--- src/rtl/assert_macros.svh ---
// Assertion macros shared by the traffic light lamp controller RTL.
`ifndef ASSERT_MACROS_SVH
`define ASSERT_MACROS_SVH
`ifndef SYNTHESIS
`define TLMC_ASSERT(label, clk, rst, prop) \
   label: assert property (@(posedge clk) disable iff (rst) prop) \
      else $error("lamp controller check failed");
`define TLMC_ASSERT_ALWAYS(label, clk, prop) \
   label: assert property (@(posedge clk) prop) \
      else $error("lamp controller check failed");
`else
`define TLMC_ASSERT(label, clk, rst, prop)
`define TLMC_ASSERT_ALWAYS(label, clk, prop)
`endif
`endif

--- src/rtl/tlmc_pkg.sv ---
// Types, register map and command decode for the traffic light lamp controller.
package tlmc_pkg;

   localparam int unsigned ADDR_W = 4;
   localparam int unsigned DATA_W = 32;

   localparam logic [1:0] REG_NIGHT_ENTER = 2'd0;
   localparam logic [1:0] REG_DAY_ENTER   = 2'd1;
   localparam logic [1:0] REG_BLINK_HALF  = 2'd2;

   localparam logic [11:0] NIGHT_ENTER_RESET = 12'd2000;
   localparam logic [11:0] DAY_ENTER_RESET   = 12'd1000;
   localparam logic [15:0] BLINK_HALF_RESET  = 16'd500;

   // lamp vector bit order: red, yellow, green
   localparam logic [2:0] LAMP_NONE   = 3'b000;
   localparam logic [2:0] LAMP_YELLOW = 3'b010;

   typedef enum logic [1:0] {
      CMD_NONE,
      CMD_SET,
      CMD_CLR,
      CMD_BLK
   } cmd_kind_type;

   typedef struct packed {
      cmd_kind_type kind;
      logic [2:0]   mask;
   } cmd_type;

   typedef struct packed {
      logic [11:0] night_enter_level;
      logic [11:0] day_enter_level;
      logic [15:0] blink_half_period_ms;
   } cfg_type;

   typedef struct packed {
      logic [4:0]  func;
      logic [11:0] light_level;
      logic [2:0]  btn;
      logic        motion;
      logic [31:0] now_ms;
   } item_type;

   function automatic cmd_type cmd_decode(input logic [4:0] func);
      cmd_type c;
      c.kind = CMD_NONE;
      c.mask = LAMP_NONE;
      unique case (func)
         5'd1:  begin c.kind = CMD_SET; c.mask = 3'b001; end
         5'd2:  begin c.kind = CMD_SET; c.mask = 3'b010; end
         5'd3:  begin c.kind = CMD_SET; c.mask = 3'b100; end
         5'd4:  begin c.kind = CMD_CLR; c.mask = 3'b001; end
         5'd5:  begin c.kind = CMD_CLR; c.mask = 3'b010; end
         5'd6:  begin c.kind = CMD_CLR; c.mask = 3'b100; end
         5'd7:  begin c.kind = CMD_CLR; c.mask = 3'b111; end
         5'd8:  begin c.kind = CMD_BLK; c.mask = 3'b001; end
         5'd9:  begin c.kind = CMD_BLK; c.mask = 3'b010; end
         5'd10: begin c.kind = CMD_BLK; c.mask = 3'b100; end
         5'd11: begin c.kind = CMD_BLK; c.mask = 3'b111; end
         5'd12: begin c.kind = CMD_SET; c.mask = 3'b011; end
         5'd13: begin c.kind = CMD_SET; c.mask = 3'b101; end
         5'd14: begin c.kind = CMD_SET; c.mask = 3'b110; end
         5'd15: begin c.kind = CMD_SET; c.mask = 3'b111; end
         5'd16: begin c.kind = CMD_CLR; c.mask = 3'b011; end
         5'd17: begin c.kind = CMD_CLR; c.mask = 3'b101; end
         5'd18: begin c.kind = CMD_CLR; c.mask = 3'b110; end
         5'd19: begin c.kind = CMD_BLK; c.mask = 3'b011; end
         5'd20: begin c.kind = CMD_BLK; c.mask = 3'b101; end
         5'd21: begin c.kind = CMD_BLK; c.mask = 3'b110; end
         default: begin c.kind = CMD_NONE; c.mask = LAMP_NONE; end
      endcase
      return c;
   endfunction

endpackage

--- src/rtl/tlmc_csr.sv ---
// Configuration register bank with APB-style access.
module tlmc_csr (
   input  logic                          clock,
   input  logic                          reset,
   input  logic                          psel,
   input  logic                          penable,
   input  logic                          pwrite,
   input  logic [tlmc_pkg::ADDR_W-1:0]   paddr,
   input  logic [tlmc_pkg::DATA_W-1:0]   pwdata,
   output logic [tlmc_pkg::DATA_W-1:0]   prdata,
   output logic                          pready,
   output tlmc_pkg::cfg_type             cfg
);

   tlmc_pkg::cfg_type cfg_ff, cfg_in;
   logic              wr_en;
   logic [1:0]        reg_idx;

   assign pready  = 1'b1;
   assign wr_en   = psel & penable & pwrite;
   assign reg_idx = paddr[3:2];

   always_comb begin
      cfg_in = cfg_ff;
      if (wr_en) begin
         unique case (reg_idx)
            tlmc_pkg::REG_NIGHT_ENTER: cfg_in.night_enter_level    = pwdata[11:0];
            tlmc_pkg::REG_DAY_ENTER:   cfg_in.day_enter_level      = pwdata[11:0];
            tlmc_pkg::REG_BLINK_HALF:  cfg_in.blink_half_period_ms = pwdata[15:0];
            default:                   cfg_in = cfg_ff;
         endcase
      end
   end

   always_ff @(posedge clock) begin
      if (reset) begin
         cfg_ff.night_enter_level    <= tlmc_pkg::NIGHT_ENTER_RESET;
         cfg_ff.day_enter_level      <= tlmc_pkg::DAY_ENTER_RESET;
         cfg_ff.blink_half_period_ms <= tlmc_pkg::BLINK_HALF_RESET;
      end else begin
         cfg_ff <= cfg_in;
      end
   end

   always_comb begin
      unique case (reg_idx)
         tlmc_pkg::REG_NIGHT_ENTER: prdata = {20'd0, cfg_ff.night_enter_level};
         tlmc_pkg::REG_DAY_ENTER:   prdata = {20'd0, cfg_ff.day_enter_level};
         tlmc_pkg::REG_BLINK_HALF:  prdata = {16'd0, cfg_ff.blink_half_period_ms};
         default:                   prdata = '0;
      endcase
   end

   assign cfg = cfg_ff;

endmodule

--- src/rtl/tlmc_core.sv ---
// Lamp state update and result register for one control pass per cycle while the result is not stalled.
`include "assert_macros.svh"
module tlmc_core (
   input  logic               clock,
   input  logic               reset,
   input  tlmc_pkg::cfg_type  cfg,
   input  logic               item_valid,
   input  tlmc_pkg::item_type item,
   output logic               item_take,
   output logic               rsp_valid,
   input  logic               rsp_stall,
   output logic               rsp_led_red,
   output logic               rsp_led_yellow,
   output logic               rsp_led_green,
   output logic               rsp_buzzer_on,
   output logic               rsp_leds_changed
);

   logic [2:0]  steady_ff, steady_in;
   logic [2:0]  blink_ff, blink_in;
   logic        phase_ff, phase_in;
   logic        night_ff, night_in;
   logic [31:0] last_toggle_ff, last_toggle_in;
   logic [2:0]  prev_btn_ff;
   logic [2:0]  last_levels_ff, last_levels_in;
   logic        reported_ff, reported_in;
   logic        rsp_valid_ff;
   logic [4:0]  rsp_data_ff, rsp_data_in;

   tlmc_pkg::cmd_type cmd;
   logic [31:0]       elapsed;
   logic [2:0]        press;
   logic [2:0]        levels;
   logic              buzz;
   logic              changed;
   logic              fire;

   assign item_take = ~rsp_valid_ff | ~rsp_stall;
   assign fire      = item_valid & item_take;
   assign cmd       = tlmc_pkg::cmd_decode(item.func);
   assign elapsed   = item.now_ms - last_toggle_ff;
   assign press     = item.btn & ~prev_btn_ff;

   always_comb begin
      steady_in      = steady_ff;
      blink_in       = blink_ff;
      night_in       = night_ff;
      phase_in       = phase_ff;
      last_toggle_in = last_toggle_ff;

      unique case (cmd.kind)
         tlmc_pkg::CMD_SET: begin
            steady_in = cmd.mask;
            blink_in  = tlmc_pkg::LAMP_NONE;
         end
         tlmc_pkg::CMD_BLK: begin
            steady_in = tlmc_pkg::LAMP_NONE;
            blink_in  = cmd.mask;
         end
         tlmc_pkg::CMD_CLR: begin
            steady_in = steady_ff & ~cmd.mask;
            blink_in  = blink_ff & ~cmd.mask;
         end
         tlmc_pkg::CMD_NONE: begin
            steady_in = steady_ff;
         end
      endcase

      priority if (item.light_level > cfg.night_enter_level && !night_ff) begin
         night_in  = 1'b1;
         steady_in = tlmc_pkg::LAMP_NONE;
         blink_in  = tlmc_pkg::LAMP_YELLOW;
      end else if (item.light_level < cfg.day_enter_level && night_ff) begin
         night_in  = 1'b0;
         steady_in = tlmc_pkg::LAMP_NONE;
         blink_in  = tlmc_pkg::LAMP_NONE;
      end else begin
         night_in = night_ff;
      end

      if (elapsed >= {16'd0, cfg.blink_half_period_ms}) begin
         phase_in       = ~phase_ff;
         last_toggle_in = item.now_ms;
      end

      blink_in  = blink_in & ~press;
      steady_in = steady_in ^ press;

      if (item.motion) begin
         levels = {1'b0, 1'b0, phase_in};
      end else begin
         levels = (blink_in & {3{phase_in}}) | (~blink_in & steady_in);
      end

      buzz = blink_in[2] & ~blink_in[1] & ~blink_in[0] & ~item.motion & phase_in;

      changed        = ~reported_ff | (levels != last_levels_ff);
      last_levels_in = changed ? levels : last_levels_ff;
      reported_in    = reported_ff | changed;
      rsp_data_in    = {changed, buzz, levels[2], levels[1], levels[0]};
   end

   always_ff @(posedge clock) begin
      if (reset) begin
         steady_ff      <= '0;
         blink_ff       <= '0;
         phase_ff       <= 1'b0;
         night_ff       <= 1'b0;
         last_toggle_ff <= '0;
         prev_btn_ff    <= '1;
         last_levels_ff <= '0;
         reported_ff    <= 1'b0;
         rsp_valid_ff   <= 1'b0;
      end else begin
         if (fire) begin
            steady_ff      <= steady_in;
            blink_ff       <= blink_in;
            phase_ff       <= phase_in;
            night_ff       <= night_in;
            last_toggle_ff <= last_toggle_in;
            prev_btn_ff    <= item.btn;
            last_levels_ff <= last_levels_in;
            reported_ff    <= reported_in;
         end
         if (item_take) begin
            rsp_valid_ff <= item_valid;
         end
      end
   end

   always_ff @(posedge clock) begin
      if (fire) begin
         rsp_data_ff <= rsp_data_in;
      end
   end

   assign rsp_valid        = rsp_valid_ff;
   assign rsp_led_red      = rsp_data_ff[0];
   assign rsp_led_yellow   = rsp_data_ff[1];
   assign rsp_led_green    = rsp_data_ff[2];
   assign rsp_buzzer_on    = rsp_data_ff[3];
   assign rsp_leds_changed = rsp_data_ff[4];

   `TLMC_ASSERT(a_buzz_green, clock, reset, rsp_valid_ff && rsp_data_ff[3] |-> rsp_data_ff[2])
   `TLMC_ASSERT(a_first_changed, clock, reset, fire && !reported_ff |=> rsp_data_ff[4])
   `TLMC_ASSERT(a_phase_hold, clock, reset, !fire |=> $stable(phase_ff) && $stable(steady_ff))
   `TLMC_ASSERT(a_reported_after, clock, reset, fire |=> reported_ff && rsp_valid_ff)

endmodule

--- src/rtl/traffic_light_led_mode_controller.sv ---
// Top level of the traffic light lamp mode controller.
//
//   channel   direction   handshake              payload
//   req       in          req_valid / req_stall  func, light, buttons, motion, now_ms
//   rsp       out         rsp_valid / rsp_stall  led_red/yellow/green, buzzer_on, leds_changed
//   csr       in/out      psel/penable/pready    paddr, pwdata, prdata
//
// One request per cycle unless the result stalls, via the request and result registers.
// The lamp state updates in a single pass between the request and result registers.
// Synchronous reset clears all lamp flags and marks the buttons as held.
// A stalled result holds; the request register keeps accepting while the result is free.
`include "assert_macros.svh"
module traffic_light_led_mode_controller (
   input  logic                        clock,
   input  logic                        reset,
   input  logic                        req_valid,
   output logic                        req_stall,
   input  logic [4:0]                  req_func,
   input  logic [11:0]                 req_light_level,
   input  logic                        req_btn_red_pressed,
   input  logic                        req_btn_yellow_pressed,
   input  logic                        req_btn_green_pressed,
   input  logic                        req_motion,
   input  logic [31:0]                 req_now_ms,
   output logic                        rsp_valid,
   input  logic                        rsp_stall,
   output logic                        rsp_led_red,
   output logic                        rsp_led_yellow,
   output logic                        rsp_led_green,
   output logic                        rsp_buzzer_on,
   output logic                        rsp_leds_changed,
   input  logic                        psel,
   input  logic                        penable,
   input  logic                        pwrite,
   input  logic [tlmc_pkg::ADDR_W-1:0] paddr,
   input  logic [tlmc_pkg::DATA_W-1:0] pwdata,
   output logic [tlmc_pkg::DATA_W-1:0] prdata,
   output logic                        pready
);

   tlmc_pkg::cfg_type  cfg;
   tlmc_pkg::item_type item_ff, item_in;
   logic               item_valid_ff;
   logic               item_take;
   logic               req_take;

   assign item_in.func        = req_func;
   assign item_in.light_level = req_light_level;
   assign item_in.btn         = {req_btn_green_pressed, req_btn_yellow_pressed,
                                 req_btn_red_pressed};
   assign item_in.motion      = req_motion;
   assign item_in.now_ms      = req_now_ms;

   assign req_take  = ~item_valid_ff | item_take;
   assign req_stall = ~req_take;

   always_ff @(posedge clock) begin
      if (reset) begin
         item_valid_ff <= 1'b0;
      end else if (req_take) begin
         item_valid_ff <= req_valid;
      end
   end

   always_ff @(posedge clock) begin
      if (req_take && req_valid) begin
         item_ff <= item_in;
      end
   end

   tlmc_csr u_csr (
      .clock   (clock),
      .reset   (reset),
      .psel    (psel),
      .penable (penable),
      .pwrite  (pwrite),
      .paddr   (paddr),
      .pwdata  (pwdata),
      .prdata  (prdata),
      .pready  (pready),
      .cfg     (cfg)
   );

   tlmc_core u_core (
      .clock            (clock),
      .reset            (reset),
      .cfg              (cfg),
      .item_valid       (item_valid_ff),
      .item             (item_ff),
      .item_take        (item_take),
      .rsp_valid        (rsp_valid),
      .rsp_stall        (rsp_stall),
      .rsp_led_red      (rsp_led_red),
      .rsp_led_yellow   (rsp_led_yellow),
      .rsp_led_green    (rsp_led_green),
      .rsp_buzzer_on    (rsp_buzzer_on),
      .rsp_leds_changed (rsp_leds_changed)
   );

   `TLMC_ASSERT(a_stall_only_full, clock, reset, req_stall |-> item_valid_ff && rsp_valid)
   `TLMC_ASSERT(a_item_moves, clock, reset, item_valid_ff && item_take |=> rsp_valid)
   `TLMC_ASSERT_ALWAYS(a_reset_empty, clock, $past(reset) |-> !item_valid_ff && !rsp_valid)

endmodule

--- config.mk ---
export PLATFORM = sky130hd
export DESIGN_NAME = traffic_light_led_mode_controller
export DESIGN_NICKNAME = d
export VERILOG_FILES = /design/src/rtl/tlmc_pkg.sv /design/src/rtl/tlmc_csr.sv /design/src/rtl/tlmc_core.sv /design/src/rtl/traffic_light_led_mode_controller.sv
export VERILOG_INCLUDE_DIRS = /design/src /design/src/rtl
export SDC_FILE = /design/constraint.sdc
export NUM_CORES = 1
export LEC_CHECK = 0
export BUFFER_PORTS_ARGS = -buffer_cell sky130_fd_sc_hd__buf_2
export CORE_MARGIN = 5
export CORE_UTILIZATION = 51
export DETAILED_ROUTE_END_ITERATION = 10
export GPL_TIMING_DRIVEN = 1
export HOLD_SLACK_MARGIN = 0.02
export PLACE_DENSITY_LB_ADDON = 0.1
export RECOVER_POWER = 50
export SYNTH_ARGS = -nofsm -noshare
export SYNTH_HDL_FRONTEND = slang
export SYNTH_SLANG_ARGS = --single-unit
--- constraint.sdc ---
create_clock -name clock -period 6.85 [get_ports clock]
set_clock_uncertainty 0.15 [all_clocks]
set_input_delay 1.0275 -clock clock [delete_from_list [all_inputs] [get_ports clock]]
set_output_delay 1.0275 -clock clock [all_outputs]
set_load 0.02 [all_outputs]
==> results of run 1 <==
==> registers in the layout, summed over array words and instances, names as in the netlist <==
name                   count
u_core.last_toggle_ff     32
u_core.blink_ff            3
u_core.prev_btn_ff         3
u_core.cmd                 5
u_core.last_levels_ff      3
item_ff                   53
u_core.phase_ff            1
u_core.steady_ff           3
u_csr.cfg                 40
u_core.reported_ff         1
item_valid_ff              1
u_core.night_ff            1
u_core.rsp_valid           1
u_core.rsp_data_ff         5
==> final timing paths <==
| path | end | startpoint | cells after the start | slack, ps |
|---|---|---|---|---|
| worst max-delay path | u_core.rsp_data_ff[4]$_DFFE_PP_ | item_ff[0]$_DFFE_PP_ | 21 | 1260 |
| worst min-delay path | u_core.blink_ff[1]$_SDFFE_PP0P_ | u_core.blink_ff[1]$_SDFFE_PP0P_ | 2 | 310 |
| worst max register to register | u_core.rsp_data_ff[4]$_DFFE_PP_ | item_ff[0]$_DFFE_PP_ | 21 | 1260 |
| worst min register to register | u_core.blink_ff[1]$_SDFFE_PP0P_ | u_core.blink_ff[1]$_SDFFE_PP0P_ | 2 | 310 |
==> power groups by stage <==
| stage | Clock, mW | Sequential [mW] | Combinational (mW) |
|---|---|---|---|
| detailed placement | 0 | 1.04 | 0.447 |
| global route | 1.00 | 1.02 | 0.505 |
| finish | 0.946 | 1.02 | 0.449 |
| CTS | 0.964 | 1.02 | 0.450 |
| global placement | 0 | 1.03 | 0.443 |
| floorplan | 0 | 1.03 | 0.343 |
==> metal layers <==
layer	GRT usage, %	part of all wire (%)	up-vias	wire (µm)
met5	0	0	-	0
met4	5.25	1.4	0	295
li1	-	-	3764	-
met3	4.43	5.3	22	1110
met1	27.9	47	3453	9740
met2	33.4	47	160	9760
==> area by class of cell <==
class | count | area [µm²]
fillers | 1622 | 7180
inverters | 90 | 338
flip-flops and latches | 152 | 3620
repair buffers | 106 | 526
multi-input cells | 743 | 4880
well taps | 225 | 282
clock inverters | 13 | 144
clock buffers | 19 | 443
==> worst register-to-register path: stages (launching register included) <==
cell and delay [ps]:
edfxtp_1 380, inv_1 60, ha_1 220, fa_1 400
nand2b_1 180, a21o_1 200, a211oi_2 370, a21oi_1 210
xnor2_1 170, ha_1 320, a21oi_1 150, nand2_1 70
a211oi_1 240, o2111ai_1 150, a211o_1 260, a2111oi_2 210
o2111ai_1 220, nor4_4 440, xor2_2 180, a211oi_1 460
xnor2_1 190, nand4_1 110
==> cells by family (layout without fill, tap and decap cells) <==
kind of cell	after synthesis	in the layout	share of synthesized area, %
xor gates and xnor gates	25	25	2.49
DFF	152	152	39.9
and+or+nand+nor	323	323	16.0
muxes	58	58	6.39
other	2	17	0.0826
adders and majority gates	76	76	10.5
AOI/OAI and AO/OA	244	244	17.5
buffers and inverters	151	228	7.13
==> cells in the final DEF, fill, tap and decap left out, types with 16 or more instances in the layout <==
master and instances:
o211ai_1 26, clkbuf_16 17, conb_1 17, nor3_1 19, buf_2 87, o21ai_0 42, inv_1 89, a211oi_1 16
a21o_1 20, nand3_1 17, edfxtp_1 58, mux2i_1 58, nand2_1 141, a21oi_1 76, dfxtp_1 94, ha_1 75
nor2_1 79
==> metrics.md, run 1 <==
| Metric | Value |
|---|---|
| Initial core utilization | `around 52%` |
| Clk sink count | `152` |
| CP max FO | `5` |
| Failing checks | `capacitance limit, slew limit` |
| Area added between synthesis and finish | `12.7%` |
| Synth warn | `0` |
| Hold Slack | `slightly above 300 ps` |
| Die width | `approximately 140 µm` |
| Outcome | `finished, violations left` |
| Max clock buf depth | `2` |
| PortBufs | `100` |
| Clock Latency Late Sink | `roughly 430 ps` |
| Initial antenna violation count | `0` |
| Synth cell count leaders | `nand2_1 (141), dfxtp_1 (94), inv_1 (89), nor2_1 (79), a21oi_1 (76)` |
| WP data required | `slightly below 7000 ps` |
| Mapped Area | `between 0.009 and 0.01 mm²` |
| Final Hold Viols | `0` |
| Post-layout util | `58.8%` |
| Post-synth top flop | `dfxtp_1` |
| Routability Congestion | `0.914` |
| DP HPWL | `approximately 15 mm` |
| Power Density | `approximately 240 mW/mm²` |
| Async SR Flop Fraction | `0%` |
| Maximum VDD drop | `~0.00017 V` |
| CTS root buf | `clkbuf_16` |
| Number of synthesized flops with an enable pin | `58` |
| CP delay by family, top | `compound AO/OA/AOI/OAI gates` |
| Largest net degree at the start of global routing | `69` |
| Yosys cell types | `70` |
| DR pass1 iterations | `5` |
| CP Launch Type | `register` |
| Final WL | `20.9 mm` |
| Top cells by area, synth | `dfxtp_1 (21%), edfxtp_1 (19%), ha_1 (10%)` |
| Post-layout nets | `1,282` |
| Routed Antenna Nets | `0` |
| Avg Synthesized Cell Area | `8.81 µm²` |
| Gate Count Post-Synth | `a little over 1k` |
| Placed Cells | `between 1k and 1.5k` |
| Reg clk slew, reported paths | `approximately 70 ps` |
| CTS tree | `built` |
| Avg WL per Cell | `~16 µm` |
| Crit end category | `register` |
| Critical path type | `register to register` |
| Critical-path cell list | `inv_1, ha_1, fa_1, nand2b_1, a21o_1, a211oi_2, a21oi_1, xnor2_1, ha_1, a21oi_1, nand2_1, a211oi_1, o2111ai_1, a211o_1, a2111oi_2, o2111ai_1, nor4_4, xor2_2, a211oi_1, xnor2_1, nand4_1` |
| CP max stage cell | `a211oi_1` |
| Highest Clock Rate | `0.179 GHz` |
| Overall Global Routing Usage | `about a fifth` |
| Final setup fails | `0` |
| Pleak | `about 4.2 nW` |
| Clk network pwr share | `between 30% and 40%` |
| Row cnt | `48` |
| Hold Crit Class | `register to register` |
| DR vias/cell | `around 5.5` |
| Switching fraction of total power | `just under 30%` |
| Die Ht | `between 100 and 150 µm` |
| Fin cells | `approximately 1.3k` |
| Final setup margin | `between 1000 and 1500 ps` |
| Final Cycle Share | `between 80% and 90%` |
| Psw | `0.699 mW` |
| First-pass GRT wire length | `between 30 and 40 mm` |
| Seq/Total Area, Yosys | `between 30% and 40%` |
| I/O pin count | `approximately 140` |
| Comb pwr share | `between 10% and 20%` |
| Total CTS buffers | `17` |
| Share of the synthesized area in the top cell type | `between 20% and 30%` |
| Buffers plus inverters on the worst setup path | `1` |
| RSZ-0062 raised after global routing | `false` |
| Max-cap violation count | `1` |
| Highest cell delay on the worst timing path | `460 ps` |
| Reg power frac | `42.1%` |
| Hold Buf Count CTS | `0` |
| Worst slew pin tran | `around 3200 ps` |
| Finished Cell Area | `a little over 0.01 mm²` |
| Setup_tns | `0 ps` |
| Worst EP arrival | `between 5000 and 6000 ps` |
| DRC | `0` |
| Vias | `roughly 7.4k` |
| Rel. slew slack | `-113%` |
| Post-CTS Setup Bufs | `0` |
| FF+latch count, synth | `between 150 and 200` |
| Htree depth | `4` |
| Slew Limit Fails | `69` |
| Pwr Total | `~2.4 mW` |
| DRT iter0 DRCs | `roughly 320` |
| CTS resizes | `0` |
| DP Worst Slack | `roughly 1300 ps` |
| DP Area | `roughly 0.0097 mm²` |
| Power Internal | `1.71 mW` |
| Die area | `0.0206 mm²` |
| Min Tclk post-route | `about 5600 ps` |
| Layout cells sized above 1 | `between 10 and 15%` |
| Area leader, netlist | `dfxtp_1` |
| Vias in the first global route | `slightly below 7k` |
| Core Footprint | `0.0174 mm²` |
| Total grt overflow | `0` |
| Count leader, synth | `nand2_1` |
| # diodes | `0` |
No activity file was read; power rests on OpenSTA's default activity.
==> run 2, diff against run 1 <==
==> constraint.sdc (replaced) <==
create_clock -name clock -period 5.4 [get_ports clock]
set_clock_uncertainty 0.15 [all_clocks]
set_input_delay 0.81 -clock clock [delete_from_list [all_inputs] [get_ports clock]]
set_output_delay 0.81 -clock clock [all_outputs]
set_load 0.02 [all_outputs]
==> run 2 against run 1 <==
The run now ends clean. First-iteration DRC count is 13% higher. Largest cell class unchanged. Critical path type unchanged. Sequential cell count is the same. Count of clock-buffer cells in the layout down 1. Wire length is 1.4% higher. Via count is 0.97% higher. Worst setup slack lost 1300 ps. Largest power group unchanged. Combinational power rose by 35%. Sequential power rose by 26%. Hold slack improved by 1.5 ps.
==> metrics.md, run 2 (synthesized netlist as in run 1, its figures left out) <==
| Metric | Value |
|---|---|
| Power Internal | `between 2 and 2.5 mW` |
| R2r setup slk | `6 ps` |
| Clock Latency Late Sink | `roughly 440 ps` |
| Largest register FFs | `53` |
| Number of cells on the worst reg-to-reg path | `22` |
| Power Density | `around 290 mW/mm²` |
| Reg clk slew, reported paths | `around 70 ps` |
| Die Ht | `143 µm` |
| Die area | `between 0.02 and 0.025 mm²` |
| Routability Congestion | `around 0.92` |
| Final Cycle Share | `between 90 and 100%` |
| WP data required | `between 5000 and 6000 ps` |
| Vias in the first global route | `between 7k and 8k` |
| Maximum VDD drop | `about 0.00024 V` |
| Initial core utilization | `roughly 52%` |
| Post-layout util | `59.6%` |
| Initial antenna violation count | `0` |
| Rel. slew slack | `a little under a fifth` |
| Routed Antenna Nets | `0` |
| Die width | `143 µm` |
| Most frequent cells in the layout | `nand2_1 (140), dfxtp_1 (93), inv_1 (89), buf_2 (87), nor2_1 (78)` |
| Vias | `roughly 7.5k` |
| # diodes | `0` |
| Highest Clock Rate | `about 0.19 GHz` |
| Post-layout nets | `between 1k and 1.5k` |
| Max clock buf depth | `2` |
| Largest net degree at the start of global routing | `69` |
| Switching fraction of total power | `a little under a third` |
| Worst slew pin tran | `roughly 1200 ps` |
| Critical path type | `register to register` |
| DP Worst Slack | `around 18 ps` |
| Final setup margin | `6.18 ps` |
| Slew Limit Fails | `0` |
| Placed Cells | `approximately 1.3k` |
| R2r startpoint | `item_ff[0]$_DFFE_PP_` |
| Reg power frac | `42.1%` |
| Max-cap violation count | `0` |
| Filler cells | `1,595` |
| Row cnt | `48` |
| Total grt overflow | `0` |
| Clk network pwr share | `a little under two fifths` |
| DRC | `0` |
| Final Hold Viols | `0` |
| Fin cells | `around 1.4k` |
| CP max FO | `4` |
| Multi-input gate area | `0.00497 mm²` |
| DP HPWL | `between 15 and 20 mm` |
| Worst EP arrival | `between 5000 and 6000 ps` |
| DRT iter0 DRCs | `between 300 and 400` |
| Outcome | `finished clean` |
| First-pass GRT wire length | `about 34 mm` |
| Avg WL per Cell | `15.6 µm` |
| Reg area | `approximately 0.0036 mm²` |
| Psw | `0.935 mW` |
| Pleak | `roughly 4.3 nW` |
| RSZ-0062 raised after global routing | `true` |
| PortBufs | `100` |
| Biggest register | `item_ff` |
| Clk sink count | `about 150` |
| Worst reg2reg endpoint | `u_core.rsp_data_ff[4]$_DFFE_PP_` |
| CP Launch Type | `register` |
| Htree depth | `4` |
| Comb pwr share | `between 10% and 20%` |
| Core Footprint | `0.0174 mm²` |
| I/O pin count | `roughly 140` |
| Layout cells sized above 1 | `roughly 14%` |
| Area added between synthesis and finish | `14.3%` |
| Crit path from | `item_ff[0]$_DFFE_PP_` |
| CTS root buf | `clkbuf_16` |
| DR pass1 iterations | `6` |
| Min Tclk post-route | `approximately 5400 ps` |
| CTS tree | `built` |
| Setup_tns | `0 ps` |
| Final WL | `~21 mm` |
| Crit end category | `register` |
| Final setup fails | `0` |
| Hold_sp | `u_core.blink_ff[1]$_SDFFE_PP0P_` |
| Hold Path Cell Cnt | `2` |
| Overall Global Routing Usage | `approximately a fifth` |
| Total CTS buffers | `17` |
| DR vias/cell | `around 5.5` |
| Most common cell after layout, fill and taps aside | `nand2_1` |
| Hold Crit Class | `register to register` |
| Hold EP | `u_core.blink_ff[1]$_SDFFE_PP0P_` |
[run 2: final cells by class]
class                           instances  share of cell area [%]
Tap cell                              225                    2.71
Timing Repair Buffer                  114                    5.76
Sequential cell                       152                    34.9
Clock inverter                         14                    1.23
Clock buffer                           18                    4.34
Inverter                               90                    3.25
Multi-Input combinational cell        743                    47.8
[run 2: worst max path at each step]
stage          slack (ps)                               to
5_1_grt              -170  u_core.rsp_data_ff[4]$_DFFE_PP_
6_report                6  u_core.rsp_data_ff[4]$_DFFE_PP_
3_5_place_dp           20  u_core.rsp_data_ff[4]$_DFFE_PP_
2_1_floorplan         470  u_core.rsp_data_ff[4]$_DFFE_PP_
3_3_place_gp           40  u_core.rsp_data_ff[4]$_DFFE_PP_
4_1_cts                 9  u_core.rsp_data_ff[4]$_DFFE_PP_
[run 2: power by group through the flow]
stage                     sequential, mW  combinational, mW  clock, mW
after floorplan                     1.30              0.436          0
after global placement              1.31              0.566          0
after detailed placement            1.31              0.572          0
after CTS                           1.29              0.578       1.19
after global routing                1.30              0.674       1.24
final                               1.29              0.604       1.17
[run 2: repair_timing]
action                                  4_1_cts  5_1_grt
pin swaps                                     0       21
hold buffers                                  0        0
resized for setup                             2       17
endpoints found under the setup margin        1       41
setup buffers                                 0        4
[run 2: per-stage QoR]
stage	power, mW	cell area (µm²)	hold WS [ps]
floorplan	1.74	9140	282
global placement	1.88	9710	295
detailed placement	1.89	9710	297
CTS	3.06	10300	306
global route	3.21	10400	336
finish	3.06	10400	308
[run 2: worst max-delay path, stage by stage (launching register included)]
cell and delay, ps:
edfxtp_1 350, inv_1 50, ha_2 190, fa_2 370
nand2b_4 150, a21o_1 210, a211oi_2 340, a21oi_2 110
xnor2_1 240, ha_1 310, a21oi_2 160, nand2_1 80
a211oi_2 180, o2111ai_1 140, a211o_1 330, a2111oi_4 340
o2111ai_2 200, nor4_4 400, xor2_2 170, buf_4 170
a211oi_4 270, xnor2_1 140, nand4_1 80
[run 2: metal layers]
layer,vias up,routed length (µm),GRT usage [%]
met5,-,0,0
met4,0,388,6.19
met3,35,1070,4.69
met2,188,9840,33.8
met1,3456,9890,27.3
li1,3792,-,-
